==> src/design/sslex_pkg.sv <==
`timescale 1ns / 1ps

package sslex_pkg;

  localparam int LINE_W = 16;
  localparam int COL_W  = 16;
  localparam int MAX_RES = 3;

  typedef enum logic [3:0] {
    MODE_IDLE        = 4'd0,
    MODE_NUMBER      = 4'd1,
    MODE_IDENT       = 4'd2,
    MODE_STRING      = 4'd3,
    MODE_ESCAPE      = 4'd4,
    MODE_SLASH       = 4'd5,
    MODE_LINE_CMT    = 4'd6,
    MODE_BLOCK_CMT   = 4'd7,
    MODE_BLOCK_STAR  = 4'd8,
    MODE_SYMBOL      = 4'd9
  } mode_t;

  localparam logic [2:0] KIND_END     = 3'd0;
  localparam logic [2:0] KIND_NUMBER  = 3'd1;
  localparam logic [2:0] KIND_IDENT   = 3'd2;
  localparam logic [2:0] KIND_STRING  = 3'd3;
  localparam logic [2:0] KIND_BRACKET = 3'd4;
  localparam logic [2:0] KIND_SYMBOL  = 3'd5;

  localparam logic [7:0] CH_TAB   = 8'h09;
  localparam logic [7:0] CH_NL    = 8'h0a;
  localparam logic [7:0] CH_CR    = 8'h0d;
  localparam logic [7:0] CH_FF    = 8'h0c;
  localparam logic [7:0] CH_BS    = 8'h08;
  localparam logic [7:0] CH_SQUOT = 8'h27;
  localparam logic [7:0] CH_DQUOT = 8'h22;
  localparam logic [7:0] CH_BSLSH = 8'h5c;

  // one result of the tokenizer
  typedef struct packed {
    logic [2:0] kind;
    logic [7:0] chr;
    logic       has;
    logic       tend;
  } res_t;

  // all results caused by one source byte, sharing the position counters
  typedef struct packed {
    logic [1:0]              cnt;
    res_t [MAX_RES-1:0]      res;
    logic [LINE_W-1:0]       line;
    logic [COL_W-1:0]        col;
  } grp_t;

  function automatic logic is_space(input logic [7:0] c);
    return (c == 8'h20) || (c >= 8'd9 && c <= 8'd13);
  endfunction

  function automatic logic is_digit(input logic [7:0] c);
    return c >= "0" && c <= "9";
  endfunction

  function automatic logic is_alpha(input logic [7:0] c);
    return (c >= "a" && c <= "z") || (c >= "A" && c <= "Z");
  endfunction

  function automatic logic is_alnum(input logic [7:0] c);
    return is_alpha(c) || is_digit(c);
  endfunction

  function automatic logic is_punct(input logic [7:0] c);
    return c >= 8'd33 && c <= 8'd126 && !is_alnum(c);
  endfunction

  function automatic res_t mk_char(input logic [2:0] kind, input logic [7:0] c);
    res_t r;
    r.kind = kind;
    r.chr  = c;
    r.has  = 1'b1;
    r.tend = 1'b0;
    return r;
  endfunction

  function automatic res_t mk_end(input logic [2:0] kind);
    res_t r;
    r.kind = kind;
    r.chr  = 8'h00;
    r.has  = 1'b0;
    r.tend = 1'b1;
    return r;
  endfunction

endpackage

==> src/design/script_source_lexer_core.sv <==
`timescale 1ns / 1ps

// streaming tokenizer for c-like script source
// input channel: one source byte per transfer (in_byte), or an end of input
// marker (in_end_of_input, or a zero byte) that closes any open token and
// then gives a kind-0 end-of-token result
// output channel: one result per transfer: a token character (has_char) or
// an end-of-token marker (token_end), with the line and column after the byte
// latency: the first result of a byte is valid the cycle after its transfer
// throughput: one byte per cycle while out_ready is high and each byte yields
// at most one result; a byte with several results holds the result register
// until all are taken, and in_ready returns in the cycle the last of them is taken
// bytes with no result (whitespace, comments) load nothing, but like any
// other byte they wait while an earlier group is still pending
// reset: lexer idle, line 1, column 0, no result pending
// a stalled receiver holds the current result steady; in_ready drops until
// the pending group drains, so no byte is lost

module script_source_lexer_core import sslex_pkg::*; (
  input  logic              clk,
  input  logic              rst_n,
  input  logic              in_valid,
  output logic              in_ready,
  input  logic [7:0]        in_byte,
  input  logic              in_end_of_input,
  output logic              out_valid,
  input  logic              out_ready,
  output logic [2:0]        out_token_kind,
  output logic [7:0]        out_char,
  output logic              out_has_char,
  output logic              out_token_end,
  output logic [LINE_W-1:0] out_line_number,
  output logic [COL_W-1:0]  out_column_number
);

  mode_t             mode_r, mode_nxt;
  logic              sq_r, sq_nxt;
  logic [LINE_W-1:0] line_r, line_nxt;
  logic [COL_W-1:0]  col_r, col_nxt;
  grp_t              grp;
  res_t              cur;
  logic              in_xfer;
  logic              free;

  assign in_ready = free;
  assign in_xfer  = in_valid && in_ready;

  sslex_step u_step (
    .mode     (mode_r),
    .sq       (sq_r),
    .line     (line_r),
    .col      (col_r),
    .in_byte  (in_byte),
    .in_eoi   (in_end_of_input),
    .mode_nxt (mode_nxt),
    .sq_nxt   (sq_nxt),
    .line_nxt (line_nxt),
    .col_nxt  (col_nxt),
    .grp      (grp)
  );

  always_ff @(posedge clk) begin
    if (!rst_n) begin
      mode_r <= MODE_IDLE;
      sq_r   <= 1'b0;
      line_r <= LINE_W'(1);
      col_r  <= '0;
    end else if (in_xfer) begin
      mode_r <= mode_nxt;
      sq_r   <= sq_nxt;
      line_r <= line_nxt;
      col_r  <= col_nxt;
    end
  end

  sslex_queue u_queue (
    .clk       (clk),
    .rst_n     (rst_n),
    .load      (in_xfer && (grp.cnt != 2'd0)),
    .grp       (grp),
    .out_ready (out_ready),
    .out_valid (out_valid),
    .free      (free),
    .cur       (cur),
    .cur_line  (out_line_number),
    .cur_col   (out_column_number)
  );

  assign out_token_kind = cur.kind;
  assign out_char       = cur.chr;
  assign out_has_char   = cur.has;
  assign out_token_end  = cur.tend;

endmodule

==> src/design/sslex_step.sv <==
`timescale 1ns / 1ps

module sslex_step import sslex_pkg::*; (
  input  mode_t             mode,
  input  logic              sq,
  input  logic [LINE_W-1:0] line,
  input  logic [COL_W-1:0]  col,
  input  logic [7:0]        in_byte,
  input  logic              in_eoi,
  output mode_t             mode_nxt,
  output logic              sq_nxt,
  output logic [LINE_W-1:0] line_nxt,
  output logic [COL_W-1:0]  col_nxt,
  output grp_t              grp
);

  logic              eoi;
  mode_t             st_mode;
  logic              st_sq_we;
  logic              st_sq;
  logic [1:0]        st_n;
  res_t [1:0]        st_r;
  logic [1:0]        n;
  res_t [MAX_RES-1:0] res;
  logic [7:0]        c;

  assign c   = in_byte;
  assign eoi = in_eoi || (c == 8'h00);

  // what the byte does when it opens a token
  always_comb begin
    st_mode  = MODE_IDLE;
    st_sq_we = 1'b0;
    st_sq    = 1'b0;
    st_n     = 2'd0;
    st_r     = '0;
    if (is_space(c)) begin
      st_mode = MODE_IDLE;
    end else if (is_digit(c)) begin
      st_mode = MODE_NUMBER;
      st_r[0] = mk_char(KIND_NUMBER, c);
      st_n    = 2'd1;
    end else if (is_alpha(c) || c == "_") begin
      st_mode = MODE_IDENT;
      st_r[0] = mk_char(KIND_IDENT, c);
      st_n    = 2'd1;
    end else if (c == CH_SQUOT || c == CH_DQUOT) begin
      st_mode  = MODE_STRING;
      st_sq_we = 1'b1;
      st_sq    = (c == CH_SQUOT);
    end else if (c == "(" || c == ")" || c == "[" || c == "]" || c == "{" || c == "}") begin
      st_r[0] = mk_char(KIND_BRACKET, c);
      st_r[1] = mk_end(KIND_BRACKET);
      st_n    = 2'd2;
    end else if (c == "/") begin
      st_mode = MODE_SLASH;
    end else if (is_punct(c)) begin
      st_mode = MODE_SYMBOL;
      st_r[0] = mk_char(KIND_SYMBOL, c);
      st_n    = 2'd1;
    end
  end

  always_comb begin
    mode_nxt = mode;
    sq_nxt   = sq;
    line_nxt = line;
    col_nxt  = col;
    n        = 2'd0;
    res      = '0;
    if (eoi) begin
      case (mode)
        MODE_NUMBER: begin
          res[n] = mk_end(KIND_NUMBER); n = n + 2'd1;
        end
        MODE_IDENT: begin
          res[n] = mk_end(KIND_IDENT); n = n + 2'd1;
        end
        MODE_STRING, MODE_ESCAPE: begin
          res[n] = mk_end(KIND_STRING); n = n + 2'd1;
        end
        MODE_SYMBOL: begin
          res[n] = mk_end(KIND_SYMBOL); n = n + 2'd1;
        end
        MODE_SLASH: begin
          res[n] = mk_char(KIND_SYMBOL, "/"); n = n + 2'd1;
          res[n] = mk_end(KIND_SYMBOL); n = n + 2'd1;
        end
        default: begin
        end
      endcase
      res[n] = mk_end(KIND_END); n = n + 2'd1;
      mode_nxt = MODE_IDLE;
    end else begin
      if (c == CH_NL) begin
        if (line != '1) line_nxt = line + 1'b1;
        col_nxt = COL_W'(1);
      end else if (col != '1) begin
        col_nxt = col + 1'b1;
      end
      case (mode)
        MODE_NUMBER: begin
          if (is_alnum(c) || c == ".") begin
            res[n] = mk_char(KIND_NUMBER, c); n = n + 2'd1;
          end else begin
            res[n] = mk_end(KIND_NUMBER); n = n + 2'd1;
            mode_nxt = st_mode;
            if (st_sq_we) sq_nxt = st_sq;
            for (int i = 0; i < 2; i++) begin
              if (2'(i) < st_n) begin
                res[n] = st_r[i]; n = n + 2'd1;
              end
            end
          end
        end
        MODE_IDENT: begin
          if (is_alnum(c) || c == "_") begin
            res[n] = mk_char(KIND_IDENT, c); n = n + 2'd1;
          end else begin
            res[n] = mk_end(KIND_IDENT); n = n + 2'd1;
            mode_nxt = st_mode;
            if (st_sq_we) sq_nxt = st_sq;
            for (int i = 0; i < 2; i++) begin
              if (2'(i) < st_n) begin
                res[n] = st_r[i]; n = n + 2'd1;
              end
            end
          end
        end
        MODE_STRING: begin
          if (c == (sq ? CH_SQUOT : CH_DQUOT)) begin
            res[n] = mk_end(KIND_STRING); n = n + 2'd1;
            mode_nxt = MODE_IDLE;
          end else if (c == CH_BSLSH) begin
            mode_nxt = MODE_ESCAPE;
          end else begin
            res[n] = mk_char(KIND_STRING, c); n = n + 2'd1;
          end
        end
        MODE_ESCAPE: begin
          mode_nxt = MODE_STRING;
          case (c)
            "t": begin res[n] = mk_char(KIND_STRING, CH_TAB); n = n + 2'd1; end
            "b": begin res[n] = mk_char(KIND_STRING, CH_BS);  n = n + 2'd1; end
            "n": begin res[n] = mk_char(KIND_STRING, CH_NL);  n = n + 2'd1; end
            "r": begin res[n] = mk_char(KIND_STRING, CH_CR);  n = n + 2'd1; end
            "f": begin res[n] = mk_char(KIND_STRING, CH_FF);  n = n + 2'd1; end
            CH_SQUOT, CH_DQUOT, CH_BSLSH: begin
              res[n] = mk_char(KIND_STRING, c); n = n + 2'd1;
            end
            default: begin
            end
          endcase
        end
        MODE_SLASH, MODE_SYMBOL: begin
          if (mode == MODE_SLASH && c == "/") begin
            mode_nxt = MODE_LINE_CMT;
          end else if (mode == MODE_SLASH && c == "*") begin
            mode_nxt = MODE_BLOCK_CMT;
          end else begin
            // a lone slash becomes the first character of a symbol
            if (mode == MODE_SLASH) begin
              res[n] = mk_char(KIND_SYMBOL, "/"); n = n + 2'd1;
            end
            if (is_punct(c)) begin
              mode_nxt = MODE_SYMBOL;
              res[n] = mk_char(KIND_SYMBOL, c); n = n + 2'd1;
            end else begin
              res[n] = mk_end(KIND_SYMBOL); n = n + 2'd1;
              mode_nxt = st_mode;
              if (st_sq_we) sq_nxt = st_sq;
              for (int i = 0; i < 2; i++) begin
                if (2'(i) < st_n) begin
                  res[n] = st_r[i]; n = n + 2'd1;
                end
              end
            end
          end
        end
        MODE_LINE_CMT: begin
          if (c == CH_NL) mode_nxt = MODE_IDLE;
        end
        MODE_BLOCK_CMT: begin
          if (c == "*") mode_nxt = MODE_BLOCK_STAR;
        end
        MODE_BLOCK_STAR: begin
          if (c == "/") mode_nxt = MODE_IDLE;
          else if (c != "*") mode_nxt = MODE_BLOCK_CMT;
        end
        default: begin
          mode_nxt = st_mode;
          if (st_sq_we) sq_nxt = st_sq;
          for (int i = 0; i < 2; i++) begin
            if (2'(i) < st_n) begin
              res[n] = st_r[i]; n = n + 2'd1;
            end
          end
        end
      endcase
    end
  end

  always_comb begin
    grp.cnt  = n;
    grp.res  = res;
    grp.line = line_nxt;
    grp.col  = col_nxt;
  end

endmodule

==> src/design/sslex_queue.sv <==
`timescale 1ns / 1ps

module sslex_queue import sslex_pkg::*; (
  input  logic              clk,
  input  logic              rst_n,
  input  logic              load,
  input  grp_t              grp,
  input  logic              out_ready,
  output logic              out_valid,
  output logic              free,
  output res_t              cur,
  output logic [LINE_W-1:0] cur_line,
  output logic [COL_W-1:0]  cur_col
);

  grp_t       grp_r;
  logic [1:0] idx_r;
  logic       valid_r;
  logic       last;
  logic       out_xfer;

  assign last      = (idx_r == grp_r.cnt - 2'd1);
  assign out_xfer  = valid_r && out_ready;
  assign free      = !valid_r || (out_ready && last);
  assign out_valid = valid_r;
  assign cur       = grp_r.res[idx_r];
  assign cur_line  = grp_r.line;
  assign cur_col   = grp_r.col;

  always_ff @(posedge clk) begin
    if (!rst_n) begin
      valid_r <= 1'b0;
      idx_r   <= 2'd0;
    end else if (load) begin
      valid_r <= 1'b1;
      idx_r   <= 2'd0;
    end else if (out_xfer) begin
      if (last) valid_r <= 1'b0;
      else idx_r <= idx_r + 2'd1;
    end
  end

  always_ff @(posedge clk) begin
    if (load) grp_r <= grp;
  end

`ifndef ASSERT_OFF
  a_idx_in_range: assert property (@(posedge clk) disable iff (!rst_n)
    valid_r |-> (idx_r < grp_r.cnt))
    else $error("result index beyond group count");

  a_load_when_free: assert property (@(posedge clk) disable iff (!rst_n)
    load |-> free)
    else $error("group overwritten before it drained");

  a_load_nonempty: assert property (@(posedge clk) disable iff (!rst_n)
    load |-> (grp.cnt != 2'd0))
    else $error("empty group loaded");

  a_drain_done: assert property (@(posedge clk) disable iff (!rst_n)
    (out_xfer && last && !load) |=> !valid_r)
    else $error("output still valid after last transfer");
`endif

endmodule
==> config.mk <==
export PLATFORM = sky130hd
export DESIGN_NAME = script_source_lexer_core
export DESIGN_NICKNAME = d
export VERILOG_FILES = /design/src/design/sslex_pkg.sv /design/src/design/script_source_lexer_core.sv /design/src/design/sslex_step.sv /design/src/design/sslex_queue.sv
export SDC_FILE = /design/constraint.sdc
export NUM_CORES = 1
export LEC_CHECK = 0
export BUFFER_PORTS_ARGS = -buffer_cell sky130_fd_sc_hd__buf_2
export CORE_AREA = 2 2 136 164
export DETAILED_ROUTE_END_ITERATION = 8
export DIE_AREA = 0 0 138 166
export HOLD_SLACK_MARGIN = 0.03
export PLACE_DENSITY = 0.62
export SYNTH_ARGS = -nofsm -noshare
export SYNTH_HDL_FRONTEND = slang
export SYNTH_HIERARCHICAL = 1
export SYNTH_SLANG_ARGS = --single-unit
==> constraint.sdc <==
create_clock -name clk -period 5.5 [get_ports clk]
set_input_delay 0.825 -clock clk [delete_from_list [all_inputs] [get_ports clk]]
set_output_delay 0.825 -clock clk [all_outputs]
set_load 0.005 [all_outputs]
==> reports/qor.yml <==
floorplan:
  num_rows: 59
  die_y_um: 166
  core_area_sq_um: 21400
  die_width_um: 138
  initial_core_util_pct: 34.4
  io_pins: 60
  die-area_sq_um: 22900
pwr:
  pwr-share-comb_pct: 11.2
  power.total_uw: 2320
  switchingPower_uw: 636
  cellLeakagePower_uw: 0.00274
  p_sw_share_pct: 27.4
  internal-power_uw: 1690
  pwr-share-clk_pct: 46.0
  peakVddDrop_mv: 0.189
  power_density_nw_per_um2: 295
  pwr-share-seq_pct: 42.8
detailed_routing:
  viasPerCell: 5.57
  ant_nets: 0
  drt_pass1_iterations: 5
  drt-wirelength-per-cell_um: 17.8
  dr_total_vias: 5884
  route.detailed.drc: 0
  drtIter0Drc: 463
  routed_wl_um: 18800
run_status:
  status: "completed"
placement:
  gp_congestion: 0.932
  dp_hpwl_um: 12800
  io_buffer_count: 59
finish:
  nets: 791
  area_growth_pct: 6.87
  diodes: 0
  fillers: 2186
  final_layout_size_suffix_gt1_share_pct: 18.8
  multi_input_area_sq_um: 3520
  ff_latch_area_sq_um: 2990
critical_path:
  crit_path_start_kind: "input pin"
  end_kind: "register"
  crit_type: "in -> reg"
  cp.required_ns: 5.60
  cp.arrival_ns: 4.24
  crit_fanout: 43
sta:
  tightest_slew_ns: 0.950
  slew_headroom_pct: 35.8
  fin_setup_tns_ns: 0
  skew_ns: 0.00848
  drv_slew: 0
  fmax_mhz: 242
  setup_viol: 0
  finalCritPeriodShare_pct: 75.1
  rsz0062_at_grt: "false"
  finalHoldViolCount: 0
  min_period_ns: 4.13
global_routing:
  antenna_found_initial: 0
  grt_pass1_wl_um: 30100
  grt_max_degree: 77
  grt_usage_pct: 16.3
  gr-total-overflow: 0
  grt_pass1_vias: 5608
logic_synthesis:
  syn-cell-area_sq_um: 7360
  yosysSeqAreaShare_pct: 40.7
  synthArstFlopShare_pct: 0
  avgSynthCellArea_sq_um: 9.18
  synth-edff-count: 73
  synthFlopType: "edfxtp_1"
  synthCells: 801
  synth_seq_cells: 113
  ys_types: 87
  yosys_warnings: 6
clocking:
  ctsHoldBuffers: 0
  postCtsResizedCells: 0
  clkSlewWorstSetupHoldPaths_ns: 0.06
  clock_sinks: 113
  clock_latency_ns: 0.41
  post_cts_buffers: 0
  clockBufferDepth: 2
  cts-root-buf: "clkbuf_16"
  tritoncts: "yes"
  htreeDepth: 4
  cts_inserted_buffers: 17
flow_run:
  maxCapViolCount: 0
min_path:
  hp-class: "reg -> reg"
[worst paths after layout]
check	start	cells after the start	to	slack (ns)
worst max register to register	mode_r[2]$_SDFFE_PN0P_	8	u_queue/grp_r[70]$_DFFE_PP_	1.62
worst min register to register	col_r[7]$_SDFFE_PN0P_	2	col_r[7]$_SDFFE_PN0P_	0.48
worst max-delay path	in_byte[0]	12	u_queue/grp_r[70]$_DFFE_PP_	1.37
worst min-delay path	col_r[7]$_SDFFE_PN0P_	2	col_r[7]$_SDFFE_PN0P_	0.48
[kinds of logic after synthesis]
kind of cell,after synthesis,synth area share (%)
simple gates,321,23.2
xor+xnor,28,3.44
mux,20,2.77
flops,113,40.7
fa+ha+maj,9,1.53
buf+inv,134,11.8
compound gates,175,16.6
other cells,1,0.0510
[Yosys cell counts, drive strengths merged (5+ instances only)]
master / number / share of area (%)
a2111oi: 6 / 0.73
a21oi: 24 / 1.6
a31oi: 11 / 1.1
and2: 12 / 1.1
and3: 9 / 0.77
and4: 6 / 0.71
buf: 102 / 10
clkbuf: 19 / 0.99
dfxtp: 40 / 11
edfxtp: 73 / 30
ha: 9 / 1.5
inv: 13 / 0.66
mux2i: 17 / 2.3
nand2: 90 / 4.6
nand2b: 8 / 0.68
nand3: 29 / 2.0
nand4: 50 / 4.3
nor2: 58 / 3.0
nor2b: 10 / 0.85
nor3: 14 / 1.0
o211ai: 5 / 0.58
o21ai: 77 / 6.2
or4: 5 / 0.61
xnor2: 12 / 1.4
xor2: 16 / 2.0
[flip-flops by register name, indices dropped and copies added (netlist names)]
signal,cells
u_queue/out_valid,1
u_queue/cur_col,16
line_r,16
col_r,16
mode_r,4
u_queue/idx_r,2
u_queue/cur_line,16
u_queue/grp_r,41
sq_r,1
[area by class of cell]
cell class	count	share of cell area (%)
Clock buffer	17	5.41
Clock inverter	15	1.89
Inverter	13	0.621
Multi-Input combinational cell	555	44.8
Sequential cell	113	38.1
Tap cell	274	4.36
Timing Repair Buffer	69	4.87
[cells in the final DEF, fill, tap and decap left out, drive strengths merged, types with 4 or more instances in the layout]
| master | count |
|---|---|
| a2111oi | 6 |
| a211oi | 4 |
| a21boi | 4 |
| a21o | 4 |
| a21oi | 24 |
| a311oi | 4 |
| a31oi | 11 |
| and2 | 12 |
| and3 | 9 |
| and4 | 6 |
| buf | 69 |
| clkbuf | 17 |
| clkinv | 5 |
| dfxtp | 40 |
| edfxtp | 73 |
| ha | 9 |
| inv | 20 |
| mux2i | 17 |
| nand2 | 90 |
| nand2b | 8 |
| nand3 | 29 |
| nand4 | 50 |
| nor2 | 58 |
| nor2b | 10 |
| nor3 | 14 |
| nor4 | 4 |
| o211ai | 5 |
| o21ai | 77 |
| o31ai | 4 |
| or4 | 5 |
| or4b | 4 |
| xnor2 | 12 |
| xor2 | 16 |
[critical path, cell delays in order]
cell	delay [ns]
buf_2	0.32
nor4_2	0.18
o31a_1	0.32
nor3_2	0.40
inv_1	0.17
ha_1	0.24
a21boi_0	0.12
a311oi_1	0.34
o21ai_0	0.13
a22oi_1	0.24
o21a_4	0.62
buf_12	0.29
[routing by layer]
metal  track usage, %  part of all wire (%)
met2             27.9                    50
met3             3.43                   4.7
met5                0                     0
met1             19.9                    43
met4             6.65                   2.5
[power groups by stage]
stage / Clock [uW] / Combinational [uW] / Sequential (uW)
4_1_cts: 1090 / 262 / 995
6_report: 1070 / 260 / 993
3_3_place_gp: 0 / 260 / 1010
2_1_floorplan: 0 / 209 / 1000
5_1_grt: 1140 / 286 / 999
3_5_place_dp: 0 / 261 / 1010
[stage by stage]
step                worst slack [ns]  cell area (sq um)  instances  hold WS (ns)  utilization [%]
finish                          1.37               7860       1056         0.484             36.7
global route                    1.18               7860       1056         0.510             36.7
CTS                             1.45               7860       1056         0.487             36.7
detailed placement              1.04               7290       1024         0.477             34.0
global placement                1.02               7290       1024         0.472             34.0
floorplan                      0.595               7360        802         0.435                -
No activity file was read; power rests on OpenSTA's default activity.
